--- config.mk ---
export PLATFORM = sky130hd
export DESIGN_NAME = median_select_engine
export DESIGN_NICKNAME = d
export VERILOG_FILES = /design/src/rtl/core/msel_pkg.sv /design/src/rtl/core/msel_store.sv /design/src/rtl/core/msel_ctrl.sv /design/src/rtl/core/msel_rank.sv /design/src/rtl/core/median_select_engine.sv
export SDC_FILE = /design/constraint.sdc
export NUM_CORES = 2
export LEC_CHECK = 0
export BUFFER_PORTS_ARGS = -buffer_cell sky130_fd_sc_hd__clkbuf_2
export CORE_MARGIN = 2
export CORE_UTILIZATION = 60
export CTS_CLUSTER_SIZE = 25
export DETAILED_ROUTE_END_ITERATION = 10
export GPL_ROUTABILITY_DRIVEN = 0
export PLACE_DENSITY = 0.86
export SLEW_MARGIN = 10
export SYNTH_ARGS = -nofsm -noshare
export SYNTH_HDL_FRONTEND = slang
export SYNTH_HIERARCHICAL = 1
export SYNTH_SLANG_ARGS = --single-unit
--- constraint.sdc ---
create_clock -name clock -period 9.86 [get_ports clock]
set_input_delay 0.493 -clock clock [delete_from_list [all_inputs] [get_ports clock]]
set_output_delay 0.493 -clock clock [all_outputs]
set_load 0.02 [all_outputs]
--- src/rtl/core/msel_pkg.sv ---
// msel_pkg: shared types and constants for the median select engine.
// Holds the sequencer state type, the rank datapath control struct and
// fixed port widths. No dependencies.
`timescale 1ns / 1ps
`default_nettype none

package msel_pkg;

   // Fixed widths of the request and result ports.
   localparam int REQ_SAMPLE_W = 32;
   localparam int MEDIAN_W     = 34;
   localparam int COUNT_W      = 7;

   // Sequencer states.
   typedef enum logic [2:0] {
      ST_LOAD,    // taking samples into the store
      ST_CAND,    // read the candidate entry
      ST_LATCH,   // capture candidate, start the scan
      ST_SCAN,    // compare one stored sample per cycle against the candidate
      ST_EVAL,    // check whether the candidate covers a middle rank
      ST_EMIT     // hand the result to the output register
   } sel_state_type;

   // Sequencer to rank datapath.
   typedef struct packed {
      logic start;      // new set closed: clear found flags
      logic load_cand;  // read data is the candidate: capture it, clear counts
      logic cmp_en;     // read data is a scanned sample: update counts
      logic eval_en;    // counts complete for this candidate
   } rank_ctl_type;

endpackage

`default_nettype wire

--- src/rtl/core/msel_store.sv ---
// msel_store: sample memory, one write port and one read port.
// Read data is registered. No dependencies.
`timescale 1ns / 1ps
`default_nettype none

module msel_store #(
   parameter int DEPTH  = 64,
   parameter int WIDTH  = 32,
   parameter int ADDR_W = 6
) (
   input  wire logic              clock,
   input  wire logic              wr_en,
   input  wire logic [ADDR_W-1:0] wr_addr,
   input  wire logic [WIDTH-1:0]  wr_data,
   input  wire logic              rd_en,
   input  wire logic [ADDR_W-1:0] rd_addr,
   output      logic [WIDTH-1:0]  rd_data
);

   logic [WIDTH-1:0] mem [DEPTH];

   always_ff @(posedge clock) begin
      if (wr_en) begin
         mem[wr_addr] <= wr_data;
      end
   end

   always_ff @(posedge clock) begin
      if (rd_en) begin
         rd_data <= mem[rd_addr];
      end
   end

endmodule

`default_nettype wire

--- src/rtl/core/msel_ctrl.sv ---
// msel_ctrl: load/select sequencer with fill count, overflow flag and
// candidate/scan indices. Depends on msel_pkg.
`timescale 1ns / 1ps
`default_nettype none

module msel_ctrl import msel_pkg::*; #(
   parameter int MAX_ITEMS = 64,
   parameter int CNT_W     = 7,
   parameter int ADDR_W    = 6
) (
   input  wire logic              clock,
   input  wire logic              reset,
   input  wire logic              req_valid,
   input  wire logic              req_last,
   output      logic              req_stall,
   input  wire logic              out_free,
   input  wire logic              done_now,
   output      logic              wr_en,
   output      logic [ADDR_W-1:0] wr_addr,
   output      logic              rd_en,
   output      logic [ADDR_W-1:0] rd_addr,
   output      rank_ctl_type      rank_ctl,
   output      logic [CNT_W-1:0]  sel_count,
   output      logic              sel_dropped,
   output      logic              emit
);

   sel_state_type    state_ff, state_in;
   logic [CNT_W-1:0] fill_ff, fill_in;
   logic             drop_ff, drop_in;
   logic [CNT_W-1:0] cand_idx_ff, cand_idx_in;
   logic [CNT_W-1:0] scan_idx_ff, scan_idx_in;

   logic accept;
   logic room;
   logic scan_more;

   assign accept    = req_valid && (state_ff == ST_LOAD);
   assign room      = fill_ff < CNT_W'(MAX_ITEMS);
   assign scan_more = scan_idx_ff < fill_ff;

   // Next state
   always_comb begin
      state_in = state_ff;
      case (state_ff)
         ST_LOAD: begin
            if (accept && req_last) begin
               state_in = ST_CAND;
            end
         end
         ST_CAND:  state_in = ST_LATCH;
         ST_LATCH: state_in = ST_SCAN;
         ST_SCAN: begin
            if (!scan_more) begin
               state_in = ST_EVAL;
            end
         end
         ST_EVAL: begin
            state_in = done_now ? ST_EMIT : ST_CAND;
         end
         ST_EMIT: begin
            if (out_free) begin
               state_in = ST_LOAD;
            end
         end
         default: state_in = ST_LOAD;
      endcase
   end

   // Outputs
   always_comb begin
      req_stall = 1'b1;
      wr_en     = 1'b0;
      wr_addr   = fill_ff[ADDR_W-1:0];
      rd_en     = 1'b0;
      rd_addr   = cand_idx_ff[ADDR_W-1:0];
      rank_ctl  = '0;
      emit      = 1'b0;
      case (state_ff)
         ST_LOAD: begin
            req_stall      = 1'b0;
            wr_en          = accept && room;
            rank_ctl.start = accept && req_last;
         end
         ST_CAND: begin
            rd_en = 1'b1;
         end
         ST_LATCH: begin
            rd_en              = 1'b1;
            rd_addr            = '0;
            rank_ctl.load_cand = 1'b1;
         end
         ST_SCAN: begin
            rd_en           = scan_more;
            rd_addr         = scan_idx_ff[ADDR_W-1:0];
            rank_ctl.cmp_en = 1'b1;
         end
         ST_EVAL: begin
            rank_ctl.eval_en = 1'b1;
         end
         ST_EMIT: begin
            emit = out_free;
         end
         default: begin
            req_stall = 1'b1;
         end
      endcase
   end

   // Counters and flags
   always_comb begin
      fill_in     = fill_ff;
      drop_in     = drop_ff;
      cand_idx_in = cand_idx_ff;
      scan_idx_in = scan_idx_ff;
      if (accept) begin
         if (room) begin
            fill_in = fill_ff + CNT_W'(1);
         end else begin
            drop_in = 1'b1;
         end
         cand_idx_in = '0;
      end
      if (state_ff == ST_LATCH) begin
         scan_idx_in = CNT_W'(1);
      end
      if ((state_ff == ST_SCAN) && scan_more) begin
         scan_idx_in = scan_idx_ff + CNT_W'(1);
      end
      if ((state_ff == ST_EVAL) && !done_now) begin
         cand_idx_in = cand_idx_ff + CNT_W'(1);
      end
      if (emit) begin
         fill_in = '0;
         drop_in = 1'b0;
      end
   end

   always_ff @(posedge clock) begin
      if (reset) begin
         state_ff    <= ST_LOAD;
         fill_ff     <= '0;
         drop_ff     <= 1'b0;
         cand_idx_ff <= '0;
         scan_idx_ff <= '0;
      end else begin
         state_ff    <= state_in;
         fill_ff     <= fill_in;
         drop_ff     <= drop_in;
         cand_idx_ff <= cand_idx_in;
         scan_idx_ff <= scan_idx_in;
      end
   end

   assign sel_count   = fill_ff;
   assign sel_dropped = drop_ff;

endmodule

`default_nettype wire

--- src/rtl/core/msel_rank.sv ---
// msel_rank: rank datapath. Counts stored samples below and equal to the
// candidate and captures the middle samples. Depends on msel_pkg.
`timescale 1ns / 1ps
`default_nettype none

module msel_rank import msel_pkg::*; #(
   parameter int WIDTH = 32,
   parameter int CNT_W = 7
) (
   input  wire logic             clock,
   input  wire logic             reset,
   input  wire rank_ctl_type     ctl,
   input  wire logic             sgn,
   input  wire logic [WIDTH-1:0] rd_data,
   input  wire logic [CNT_W-1:0] count,
   output      logic             done_now,
   output      logic [WIDTH-1:0] hi_val,
   output      logic [WIDTH-1:0] lo_val
);

   logic [WIDTH-1:0] cand_ff, cand_in;
   logic [CNT_W-1:0] lt_ff, lt_in;
   logic [CNT_W-1:0] eq_ff, eq_in;
   logic [WIDTH-1:0] hi_ff, hi_in;
   logic [WIDTH-1:0] lo_ff, lo_in;
   logic             hi_found_ff, hi_found_in;
   logic             lo_found_ff, lo_found_in;

   logic [WIDTH-1:0] key_cand;
   logic [WIDTH-1:0] key_data;
   logic [CNT_W:0]   rank_end;
   logic [CNT_W-1:0] k_hi;
   logic [CNT_W-1:0] k_lo;
   logic             odd;
   logic             hi_hit;
   logic             lo_hit;

   // Flipping the sign bit turns a signed order into an unsigned one.
   assign key_cand = {cand_ff[WIDTH-1] ^ sgn, cand_ff[WIDTH-2:0]};
   assign key_data = {rd_data[WIDTH-1] ^ sgn, rd_data[WIDTH-2:0]};

   // Candidate occupies sorted positions lt .. lt+eq-1.
   assign rank_end = {1'b0, lt_ff} + {1'b0, eq_ff};
   assign k_hi     = count >> 1;
   assign k_lo     = k_hi - CNT_W'(1);
   assign odd      = count[0];
   assign hi_hit   = ctl.eval_en && (lt_ff <= k_hi) && ({1'b0, k_hi} < rank_end);
   assign lo_hit   = ctl.eval_en && !odd && (lt_ff <= k_lo) && ({1'b0, k_lo} < rank_end);
   assign done_now = (hi_found_ff || hi_hit) && (odd || lo_found_ff || lo_hit);

   always_comb begin
      cand_in     = cand_ff;
      lt_in       = lt_ff;
      eq_in       = eq_ff;
      hi_in       = hi_ff;
      lo_in       = lo_ff;
      hi_found_in = hi_found_ff;
      lo_found_in = lo_found_ff;
      if (ctl.start) begin
         hi_found_in = 1'b0;
         lo_found_in = 1'b0;
      end
      if (ctl.load_cand) begin
         cand_in = rd_data;
         lt_in   = '0;
         eq_in   = '0;
      end
      if (ctl.cmp_en) begin
         if (key_data < key_cand) begin
            lt_in = lt_ff + CNT_W'(1);
         end
         if (key_data == key_cand) begin
            eq_in = eq_ff + CNT_W'(1);
         end
      end
      if (hi_hit) begin
         hi_in       = cand_ff;
         hi_found_in = 1'b1;
      end
      if (lo_hit) begin
         lo_in       = cand_ff;
         lo_found_in = 1'b1;
      end
   end

   always_ff @(posedge clock) begin
      cand_ff <= cand_in;
      lt_ff   <= lt_in;
      eq_ff   <= eq_in;
      hi_ff   <= hi_in;
      lo_ff   <= lo_in;
   end

   always_ff @(posedge clock) begin
      if (reset) begin
         hi_found_ff <= 1'b0;
         lo_found_ff <= 1'b0;
      end else begin
         hi_found_ff <= hi_found_in;
         lo_found_ff <= lo_found_in;
      end
   end

   assign hi_val = hi_ff;
   assign lo_val = lo_ff;

endmodule

`default_nettype wire

--- src/rtl/core/median_select_engine.sv ---
// median_select_engine: block median of integer samples, top level.
// Instantiates msel_store, msel_ctrl and msel_rank; uses msel_pkg.
//
// Channel   Dir  Handshake              Payload
// req_      in   req_valid / req_stall  req_sample[31:0], req_last
// rsp_      out  rsp_valid / rsp_stall  rsp_twice_median[33:0] (signed),
//                                       rsp_sample_count[6:0], rsp_overflow
// csr_      in   csr_valid / csr_ready  csr_signed_compare (reset 1)
//
// Sequence: a sample that does not close a set is taken while loading. A
// closing request starts a rank selection with n kept samples: each
// candidate goes through candidate read, latch, n scan reads and evaluate,
// and up to n candidates are tried until both middle ranks are found. The
// single read port of the sample memory makes the scan one read at a time.
// Reset clears control state only; the memory is not cleared and only
// entries written in the current set are read. req_stall is high during
// selection; the result register lets the next set load while it waits.
`timescale 1ns / 1ps
`default_nettype none

module median_select_engine import msel_pkg::*; #(
   parameter int MAX_ITEMS    = 64,
   parameter int SAMPLE_WIDTH = 32
) (
   input  wire logic                       clock,
   input  wire logic                       reset,
   // request channel
   input  wire logic                       req_valid,
   output      logic                       req_stall,
   input  wire logic [REQ_SAMPLE_W-1:0]    req_sample,
   input  wire logic                       req_last,
   // result channel
   output      logic                       rsp_valid,
   input  wire logic                       rsp_stall,
   output      logic signed [MEDIAN_W-1:0] rsp_twice_median,
   output      logic [COUNT_W-1:0]         rsp_sample_count,
   output      logic                       rsp_overflow,
   // register write
   input  wire logic                       csr_valid,
   output      logic                       csr_ready,
   input  wire logic                       csr_signed_compare
);

   localparam int CNT_W     = $clog2(MAX_ITEMS + 1);
   localparam int ADDR_W    = (MAX_ITEMS > 1) ? $clog2(MAX_ITEMS) : 1;
   localparam int IN_EXT_W  = (SAMPLE_WIDTH > REQ_SAMPLE_W) ? SAMPLE_WIDTH : REQ_SAMPLE_W;
   localparam int SUM_W     = SAMPLE_WIDTH + 2;
   localparam int EXT_W     = (SUM_W > MEDIAN_W) ? SUM_W : MEDIAN_W;
   localparam int CNT_EXT_W = (CNT_W > COUNT_W) ? CNT_W : COUNT_W;

   // ---- configuration register ----
   logic signed_ff, signed_in;

   assign csr_ready = 1'b1;
   assign signed_in = (csr_valid && csr_ready) ? csr_signed_compare : signed_ff;

   always_ff @(posedge clock) begin
      if (reset) begin
         signed_ff <= 1'b1;
      end else begin
         signed_ff <= signed_in;
      end
   end

   // ---- sequencer ----
   logic                    out_free;
   logic                    done_now;
   logic                    wr_en;
   logic [ADDR_W-1:0]       wr_addr;
   logic                    rd_en;
   logic [ADDR_W-1:0]       rd_addr;
   rank_ctl_type            rank_ctl;
   logic [CNT_W-1:0]        sel_count;
   logic                    sel_dropped;
   logic                    emit;

   msel_ctrl #(
      .MAX_ITEMS (MAX_ITEMS),
      .CNT_W     (CNT_W),
      .ADDR_W    (ADDR_W)
   ) u_ctrl (
      .clock       (clock),
      .reset       (reset),
      .req_valid   (req_valid),
      .req_last    (req_last),
      .req_stall   (req_stall),
      .out_free    (out_free),
      .done_now    (done_now),
      .wr_en       (wr_en),
      .wr_addr     (wr_addr),
      .rd_en       (rd_en),
      .rd_addr     (rd_addr),
      .rank_ctl    (rank_ctl),
      .sel_count   (sel_count),
      .sel_dropped (sel_dropped),
      .emit        (emit)
   );

   // ---- sample memory ----
   // Only the low SAMPLE_WIDTH bits of a sample are kept.
   logic [IN_EXT_W-1:0]     sample_ext;
   logic [SAMPLE_WIDTH-1:0] wr_data;
   logic [SAMPLE_WIDTH-1:0] rd_data;

   assign sample_ext = IN_EXT_W'(req_sample);
   assign wr_data    = sample_ext[SAMPLE_WIDTH-1:0];

   msel_store #(
      .DEPTH  (MAX_ITEMS),
      .WIDTH  (SAMPLE_WIDTH),
      .ADDR_W (ADDR_W)
   ) u_store (
      .clock   (clock),
      .wr_en   (wr_en),
      .wr_addr (wr_addr),
      .wr_data (wr_data),
      .rd_en   (rd_en),
      .rd_addr (rd_addr),
      .rd_data (rd_data)
   );

   // ---- rank datapath ----
   logic [SAMPLE_WIDTH-1:0] hi_val;
   logic [SAMPLE_WIDTH-1:0] lo_val;

   msel_rank #(
      .WIDTH (SAMPLE_WIDTH),
      .CNT_W (CNT_W)
   ) u_rank (
      .clock    (clock),
      .reset    (reset),
      .ctl      (rank_ctl),
      .sgn      (signed_ff),
      .rd_data  (rd_data),
      .count    (sel_count),
      .done_now (done_now),
      .hi_val   (hi_val),
      .lo_val   (lo_val)
   );

   // ---- median sum ----
   // Odd count: twice the middle sample. Even count: sum of both middles.
   // Sign extension follows the compare mode.
   logic [SAMPLE_WIDTH-1:0] lo_pick;
   logic [EXT_W-1:0]        hi_ext;
   logic [EXT_W-1:0]        lo_ext;
   logic [EXT_W-1:0]        sum_ext;
   logic [CNT_EXT_W-1:0]    count_ext;

   assign lo_pick   = sel_count[0] ? hi_val : lo_val;
   assign hi_ext    = {{(EXT_W - SAMPLE_WIDTH){signed_ff & hi_val[SAMPLE_WIDTH-1]}}, hi_val};
   assign lo_ext    = {{(EXT_W - SAMPLE_WIDTH){signed_ff & lo_pick[SAMPLE_WIDTH-1]}}, lo_pick};
   assign sum_ext   = hi_ext + lo_ext;
   assign count_ext = CNT_EXT_W'(sel_count);

   // ---- result register ----
   logic                       rsp_valid_ff, rsp_valid_in;
   logic signed [MEDIAN_W-1:0] rsp_median_ff, rsp_median_in;
   logic [COUNT_W-1:0]         rsp_count_ff, rsp_count_in;
   logic                       rsp_ovf_ff, rsp_ovf_in;

   assign out_free = !rsp_valid_ff || !rsp_stall;

   always_comb begin
      rsp_valid_in  = rsp_valid_ff && rsp_stall;
      rsp_median_in = rsp_median_ff;
      rsp_count_in  = rsp_count_ff;
      rsp_ovf_in    = rsp_ovf_ff;
      if (emit) begin
         rsp_valid_in  = 1'b1;
         rsp_median_in = sum_ext[MEDIAN_W-1:0];
         rsp_count_in  = count_ext[COUNT_W-1:0];
         rsp_ovf_in    = sel_dropped;
      end
   end

   always_ff @(posedge clock) begin
      if (reset) begin
         rsp_valid_ff <= 1'b0;
      end else begin
         rsp_valid_ff <= rsp_valid_in;
      end
   end

   always_ff @(posedge clock) begin
      rsp_median_ff <= rsp_median_in;
      rsp_count_ff  <= rsp_count_in;
      rsp_ovf_ff    <= rsp_ovf_in;
   end

   assign rsp_valid        = rsp_valid_ff;
   assign rsp_twice_median = rsp_median_ff;
   assign rsp_sample_count = rsp_count_ff;
   assign rsp_overflow     = rsp_ovf_ff;

   // ---- checks ----
   // Fill count never passes capacity.
   assert property (@(posedge clock) disable iff (reset)
      sel_count <= CNT_W'(MAX_ITEMS))
      else $error("fill count above capacity");

   // A result always covers at least one kept sample.
   assert property (@(posedge clock) disable iff (reset)
      emit |-> (sel_count != '0))
      else $error("result with empty set");

   // Dropped samples only happen once the store is full.
   assert property (@(posedge clock) disable iff (reset)
      (emit && sel_dropped) |-> (sel_count == CNT_W'(MAX_ITEMS)))
      else $error("overflow flagged below capacity");

   // A result never loads over one that is still stalled.
   assert property (@(posedge clock) disable iff (reset)
      (rsp_valid_ff && rsp_stall) |-> !emit)
      else $error("result register overwritten while stalled");

endmodule

`default_nettype wire

# ---- After elaboration in Yosys (flattened, before gate mapping)
# Memories as Yosys holds them, arrays and structs flattened. A register that Yosys moved wholly into a read port is not among the register bits.
# Cells that the tools add are included.
dict set report word_totals {
  reg_bits 181
  ramBits 2048
  inputBits 39
  output_inout_bits 45
  memories 1
}
# memory words word_bits read_ports rd_ports_with_merged_regs wr line_no
set mem_list {}
lappend mem_list {u_store.mem 64 32 1 1 1 msel_store.sv:20} ;# logic [WIDTH-1:0] mem [DEPTH];
dict set report classes {
  add_sub_neg 8
  magnitude_cmp 7
  eq_ne 9
  mux 31
  bitwise_logic 5
  n_reduce_logical 30
}
# op n
set ops {}
lappend ops {{$mux W7} 10}
lappend ops {{$add A7 B1 Y7 const B} 5}
lappend ops {{$add A33 B33 Y34} 1}
lappend ops {{$eq A32 B32 Y1} 1}
lappend ops {{$lt A32 B32 Y1} 1}
lappend ops {{$mux W32} 1}
lappend ops {{$pmux W3 S6} 1}
lappend ops {{$mux W1} 13}
lappend ops {{$logic_and A1 B1 Y1} 12}
lappend ops {{$mux W3} 4}
lappend ops {{$pmux W6 S2} 1}
lappend ops {{$add A7 B7 Y8} 1}
lappend ops {{$lt A6 B8 Y1} 1}
lappend ops {{$lt A7 B8 Y1} 1}
lappend ops {{$reduce_bool A2 Y1} 4}
lappend ops {{$le A7 B6 Y1} 1}
lappend ops {{$le A7 B7 Y1} 1}
lappend ops {{$lt A7 B7 Y1} 1}
lappend ops {{$lt A7 B7 Y1 const B} 1}
lappend ops {{$sub A6 B1 Y7 const B} 1}
lappend ops {{$eq A3 B2 Y1 const B} 2}
lappend ops {{$eq A3 B3 Y1 const B} 2}
lappend ops {{$logic_not A1 Y1} 4}
lappend ops {{$logic_or A1 B1 Y1} 4}
lappend ops {{11 further kinds} 16}

# ---- Longest topological paths before layout
dict set report logic_depth {
  word_depth 10
  mapped_depth 18
}

# ---- Cells and area by module
# The synthesis kept the hierarchy.
# module n_inst cells_each area_per_inst_um2
set by_module_without_submodules {}
lappend by_module_without_submodules {msel_store 1 3324 78835.6}
lappend by_module_without_submodules {msel_rank 1 419 5432.7}
lappend by_module_without_submodules {median_select_engine 1 356 3568.4}
lappend by_module_without_submodules {msel_ctrl 1 187 1507.7}

# ---- Worst setup path before layout
# Ideal clock, no wire load.
dict set report synth_path {
  kind {register to register}
  startpoint {register u_rank.lt_ff[0]}
  endpoint {register u_ctrl.cand_idx_ff[5]}
  setup_time_ps 63
  arrival_time_ps 4968
  path_slack_ps 4829
  path_stages_with_launch 17
  synth_period_minus_slack_ps 5031
  path_cell_list {dfxtp_1 > ha_1 > fa_1 > a21o_1 > a21oi_1 > xor2_1 > ha_1 > a21oi_1 > o21ai_0 > maj3_2 > a311oi_2 > o32a_1 > nor4b_4 > and2b_1 > nand3_2 > mux2_4 > nor2_2}
}
dict set report synth_via {
  elab_chain_cells 8
  word_cells_on_any_way 16
  classes_between {1 x add/sub; 4 x order compare; 1 x mux; 10 x reduce/logical}
}
# item line_no
set synth_rtl {}
lappend synth_rtl {{start: declaration} msel_rank.sv:22} ;# logic [CNT_W-1:0] lt_ff, lt_in;
lappend synth_rtl {{start signal: assignment} msel_rank.sv:88} ;# lt_ff <= lt_in;
lappend synth_rtl {{$add A7 B7 Y8, or another cell as far along} msel_rank.sv:43} ;# assign rank_end = {1'b0, lt_ff} + {1'b0, eq_ff};
lappend synth_rtl {{$lt A6 B8 Y1, or another cell as far along} msel_rank.sv:47} ;# assign hi_hit = ctl.eval_en && (lt_ff <= k_hi) && ({1'b0, k_hi} < rank_end);
lappend synth_rtl {{$logic_and A1 B1 Y1 (on tied branches)} {msel_rank.sv:47, msel_rank.sv:48}}
lappend synth_rtl {{$logic_or A1 B1 Y1} msel_rank.sv:49} ;# assign done_now = (hi_found_ff || hi_hit) && (odd || lo_found_ff || lo_hit);
lappend synth_rtl {{$logic_and A1 B1 Y1 *} msel_rank.sv:49}
lappend synth_rtl {{named net done_now} median_select_engine.sv:67} ;# logic done_now;
lappend synth_rtl {{$logic_not A1 Y1 *} msel_ctrl.sv:130} ;# if ((state_ff == ST_EVAL) && !done_now) begin
lappend synth_rtl {{$logic_and A1 B1 Y1 *} msel_ctrl.sv:130}
lappend synth_rtl {{$mux W7 or $reduce_bool A2 Y1 (tied branches)} --}
lappend synth_rtl {{end signal: assignment} msel_ctrl.sv:150} ;# cand_idx_ff <= cand_idx_in;
lappend synth_rtl {{end: declaration} msel_ctrl.sv:31} ;# logic [CNT_W-1:0] cand_idx_ff, cand_idx_in;
# Mark *: on every way through the listed nets, which the timed path passes. The rest lies on a longest branch.
# A chain may end at the register's enable or synchronous reset.

# ---- Worst setup path in the final report
dict set report layout_path {
  startpoint {register u_ctrl.state_ff[0]}
  endpoint {register u_store.rd_data[8] (read register of u_store.mem) (data pin)}
}
dict set report layout_via {
  word_cells_on_any_way 6
  classes_between {3 x eq/ne; 2 x mux; 1 x reduce/logical}
}
# item line_no
set layout_lines {}
lappend layout_lines {{start: declaration} msel_ctrl.sv:28} ;# sel_state_type state_ff, state_in;
lappend layout_lines {{start signal: assignment} msel_ctrl.sv:147} ;# state_ff <= state_in;
lappend layout_lines {{$eq A3 B2 Y1} msel_ctrl.sv:79} ;# case (state_ff)
lappend layout_lines {{$pmux W6 S2 *} msel_ctrl.sv:79}
lappend layout_lines {{named net rd_addr[2]} median_select_engine.sv:71} ;# logic [ADDR_W-1:0] rd_addr;
lappend layout_lines {{end: declaration} msel_store.sv:17} ;# output logic [WIDTH-1:0] rd_data
# Marked as above.

==> results.json <==
{
  "outcome": "complete, no violations",
  "worstRegToRegCells": 9,
  "route.detailed.wl_per_inst_um": 39.8,
  "cts_inserted_buffers": 204,
  "path_cells": "nand2_1 -> o21ai_4 -> buf_4 -> buf_4 -> mux4_2 -> mux2i_1 -> nor2_1 -> a311oi_1 -> nor3_1",
  "clock_latency_ns": 0.87,
  "critPathCaptureType": "flip-flop",
  "detailedRoute.firstPassIterationCount": 6,
  "hp-class": "in -> reg",
  "final_layout_size_suffix_gt1_frac": 0.253,
  "design.portCount": 84,
  "critical-path-top-delay-family": "compound AO/OA/AOI/OAI gates",
  "ys_types": 93,
  "dominantRegCellSynth": "sky130_fd_sc_hd__edfxtp_1",
  "commonest_non_fill_non_tap_cell_in_the_layout": "sky130_fd_sc_hd__edfxtp_1",
  "static-leakage-power_uw": 0.0305,
  "die_width_um": 390,
  "syn-mean-instance-area_um2": 20.8,
  "worst_ir_drop_vdd_uv": 251,
  "pwr_density_cell_mw_per_mm2": 227,
  "syn_area_mm2": 0.0893,
  "port_buffers": 82,
  "synth_enable_flop_cells": 2218,
  "finalSetupViolCount": 0,
  "fin_hold_ws_ns": 0.0478,
  "row_count": 141,
  "detail_route.iter0.violations": 8403,
  "finalClockSkew_ns": 0.0626,
  "ys.warnings.count": 6,
  "detailed_place.area_mm2": 0.0926,
  "worst_slew_pin_slew_ns": 1.34,
  "clock_tree_from_tritoncts": "built",
  "ys_seq_elements": 2260,
  "num_vias": 48900,
  "yosysSeqAreaShare": 0.755,
  "critical_path_buf_inv_count": 2,
  "layout-area-overhead-vs-synth_pct": 11.2,
  "floorplan.core_area_mm2": 0.148,
  "post_cts_resized": 0,
  "reg2reg_setup_slack_ns": 3.90,
  "floorplan.initialDensity": 0.604,
  "final_design_area_no_fill_mm2": 0.0993,
  "r2r_end": "u_store/rd_data[8]$_DFFE_PP_",
  "cts.sink_count": 2260,
  "cts-root-buf": "sky130_fd_sc_hd__clkbuf_16",
  "finalMaxSlewViolations": 0,
  "route.final.wire_length_um": 262000,
  "max_freq_ghz": 0.168,
  "number_of_nets_with_antenna_violations_after_detailed_routing": 0,
  "cts.clk_slew.worst_paths_ns": 0.06,
  "number_of_global_route_vias_before_repair": 49200,
  "slew-limit-headroom": 0.101,
  "crit_type": "reg -> reg",
  "htree_num_levels": 4,
  "layout_worst_path_cycle_share": 0.604,
  "maximum_number_of_pins_on_one_net_before_global_route_repair": 133,
  "slowest_delay_ns": 0.91,
  "cap_violations": 0,
  "n_fill_cell": 8356,
  "grt_remaining_overflow": 0,
  "nets": 4622,
  "timing.rr.start": "u_ctrl/state_ff[0]$_SDFFE_PP0P_",
  "critical_path.startpoint_type": "flip-flop",
  "min-delay-start": "req_valid",
  "worst_hold_path.endpoint": "u_ctrl/sel_dropped$_SDFFE_PP0P_",
  "mappedNetlistNets": 4433,
  "total_die_area_mm2": 0.152,
  "whs_path_depth": 3,
  "drc_viols": 0,
  "clock_tree.buffer_depth": 3,
  "data_arrival_time_of_the_critical_path_ns": 6.48,
  "routed_via_density": 7.43,
  "cp.required_ns": 10.38,
  "asyncSetResetFlopFracSynth": 0,
  "slowest_stage": "sky130_fd_sc_hd__a311oi_1",
  "syn_inst": 4286,
  "path_max_fanout": 55,
  "hold_violations_final": 0,
  "grt_pass1_wl_um": 366000,
  "track_usage": 0.348,
  "rsz_0062_raised_after_global_routing": "no",
  "layout.cells.most_common_list": "2218 x sky130_fd_sc_hd__edfxtp_1, 544 x sky130_fd_sc_hd__mux4_2, 205 x sky130_fd_sc_hd__clkbuf_16, 130 x sky130_fd_sc_hd__nor2_1, 129 x sky130_fd_sc_hd__a21oi_1",
  "critical_path.most_common_cell": "sky130_fd_sc_hd__buf_4",
  "worstSetupPathDepth": 9,
  "fin_setup_tns_ns": 0,
  "layout_min_cycle_time_ns": 5.96,
  "postCtsSetupRepairBufs": 0,
  "die_h_um": 390,
  "number_of_antenna_violations_at_the_first_check_in_global_routing": 17,
  "dp_hpwl_um": 131000
}
-- logic make-up after synthesis --
group,synth area share
simple gates,0.0263
flops,0.755
other cells,0.0000420
fa+ha+maj,0.0155
buf+inv,0.0148
xor+xnor,0.00471
compound gates,0.0311
mux,0.153
-- routing by layer --
layer | wire length [um] | vias up | global-route usage
li1 | - | 18200 | -
met1 | 78500 | 24300 | 0.423
met2 | 124000 | 5067 | 0.550
met3 | 38300 | 1315 | 0.102
met4 | 20700 | 16 | 0.223
met5 | 113 | - | 0
-- tightest hold or removal path: stages --
cell                       delay [ns]
sky130_fd_sc_hd__clkbuf_2        0.16
sky130_fd_sc_hd__a31oi_1         0.10
sky130_fd_sc_hd__nor2_1          0.07
-- cell type report --
class	instances	area (um2)	share of cell area
Clock buffer	249	5310	0.0534
Clock inverter	130	1360	0.0137
Timing Repair Buffer	198	1370	0.0138
Inverter	70	263	0.00265
Multi-Input combinational cell	1741	21100	0.213
Antenna cell	8	20.0	0.000202
Tap cell	1930	2410	0.0243
Sequential cell	2260	67400	0.679
-- cell usage after synthesis, drive strengths merged (30+ instances only) --
library cell	instances	share of area
a21oi	131	0.0074
buf	132	0.0084
clkbuf	83	0.0035
dfxtp	42	0.0094
edfxtp	2218	0.75
ha	106	0.015
inv	70	0.0029
mux2	34	0.0044
mux2i	98	0.011
mux4	544	0.14
nand2	92	0.0039
nand3	30	0.0017
nor2	197	0.0083
nor2b	30	0.0021
o21ai	58	0.0033
o22ai	85	0.0060
xnor2	34	0.0033
-- repair_timing --
action,CTS,global route
hold buffers,4,0
setup endpoints to repair,0,0
endpoints found under the hold margin,3,0
-- sequential cells by signal, indices dropped and copies added (netlist names), 6 cells and up --
register / count
rsp_sample_count: 7
rsp_twice_median: 34
u_ctrl/cand_idx_ff: 6
u_ctrl/scan_idx_ff: 7
u_ctrl/sel_count: 7
u_rank/cand_ff: 32
u_rank/eq_ff: 7
u_rank/hi_val: 32
u_rank/lo_val: 32
u_rank/lt_ff: 7
u_store/mem: 2048
u_store/rd_data: 32
-- through the flow --
stage	instances	total power, uW	util	worst slack [ns]
floorplan	4286	13400	-	4.83
global placement	6193	14300	0.626	4.56
detailed placement	6194	14500	0.626	4.31
CTS	6577	22500	0.671	4.12
global route	6578	23000	0.672	3.88
finish	6586	22500	0.672	3.90
-- where the power goes --
| group | switching [uW] | internal, uW |
|---|---|---|
| Clock | 3680 | 4400 |
| Combinational | 1850 | 1320 |
| Sequential | 324 | 10900 |
-- how the worst max path moves through the flow --
stage | from | endpoint | slack, ns
4_1_cts | u_ctrl/state_ff[0]$_SDFFE_PP0P_ | u_store/rd_data[8]$_DFFE_PP_ | 4.12
6_report | u_ctrl/state_ff[0]$_SDFFE_PP0P_ | u_store/rd_data[8]$_DFFE_PP_ | 3.90
3_3_place_gp | u_ctrl/state_ff[0]$_SDFFE_PP0P_ | u_store/rd_data[22]$_DFFE_PP_ | 4.56
2_1_floorplan | u_rank/lt_ff[0]$_DFF_P_ | u_ctrl/cand_idx_ff[5]$_SDFFE_PP0P_ | 4.83
3_5_place_dp | u_ctrl/state_ff[0]$_SDFFE_PP0P_ | u_store/rd_data[8]$_DFFE_PP_ | 4.31
5_1_grt | u_ctrl/state_ff[0]$_SDFFE_PP0P_ | u_store/rd_data[8]$_DFFE_PP_ | 3.88
Note: power is estimated with default switching activity, not from simulation.
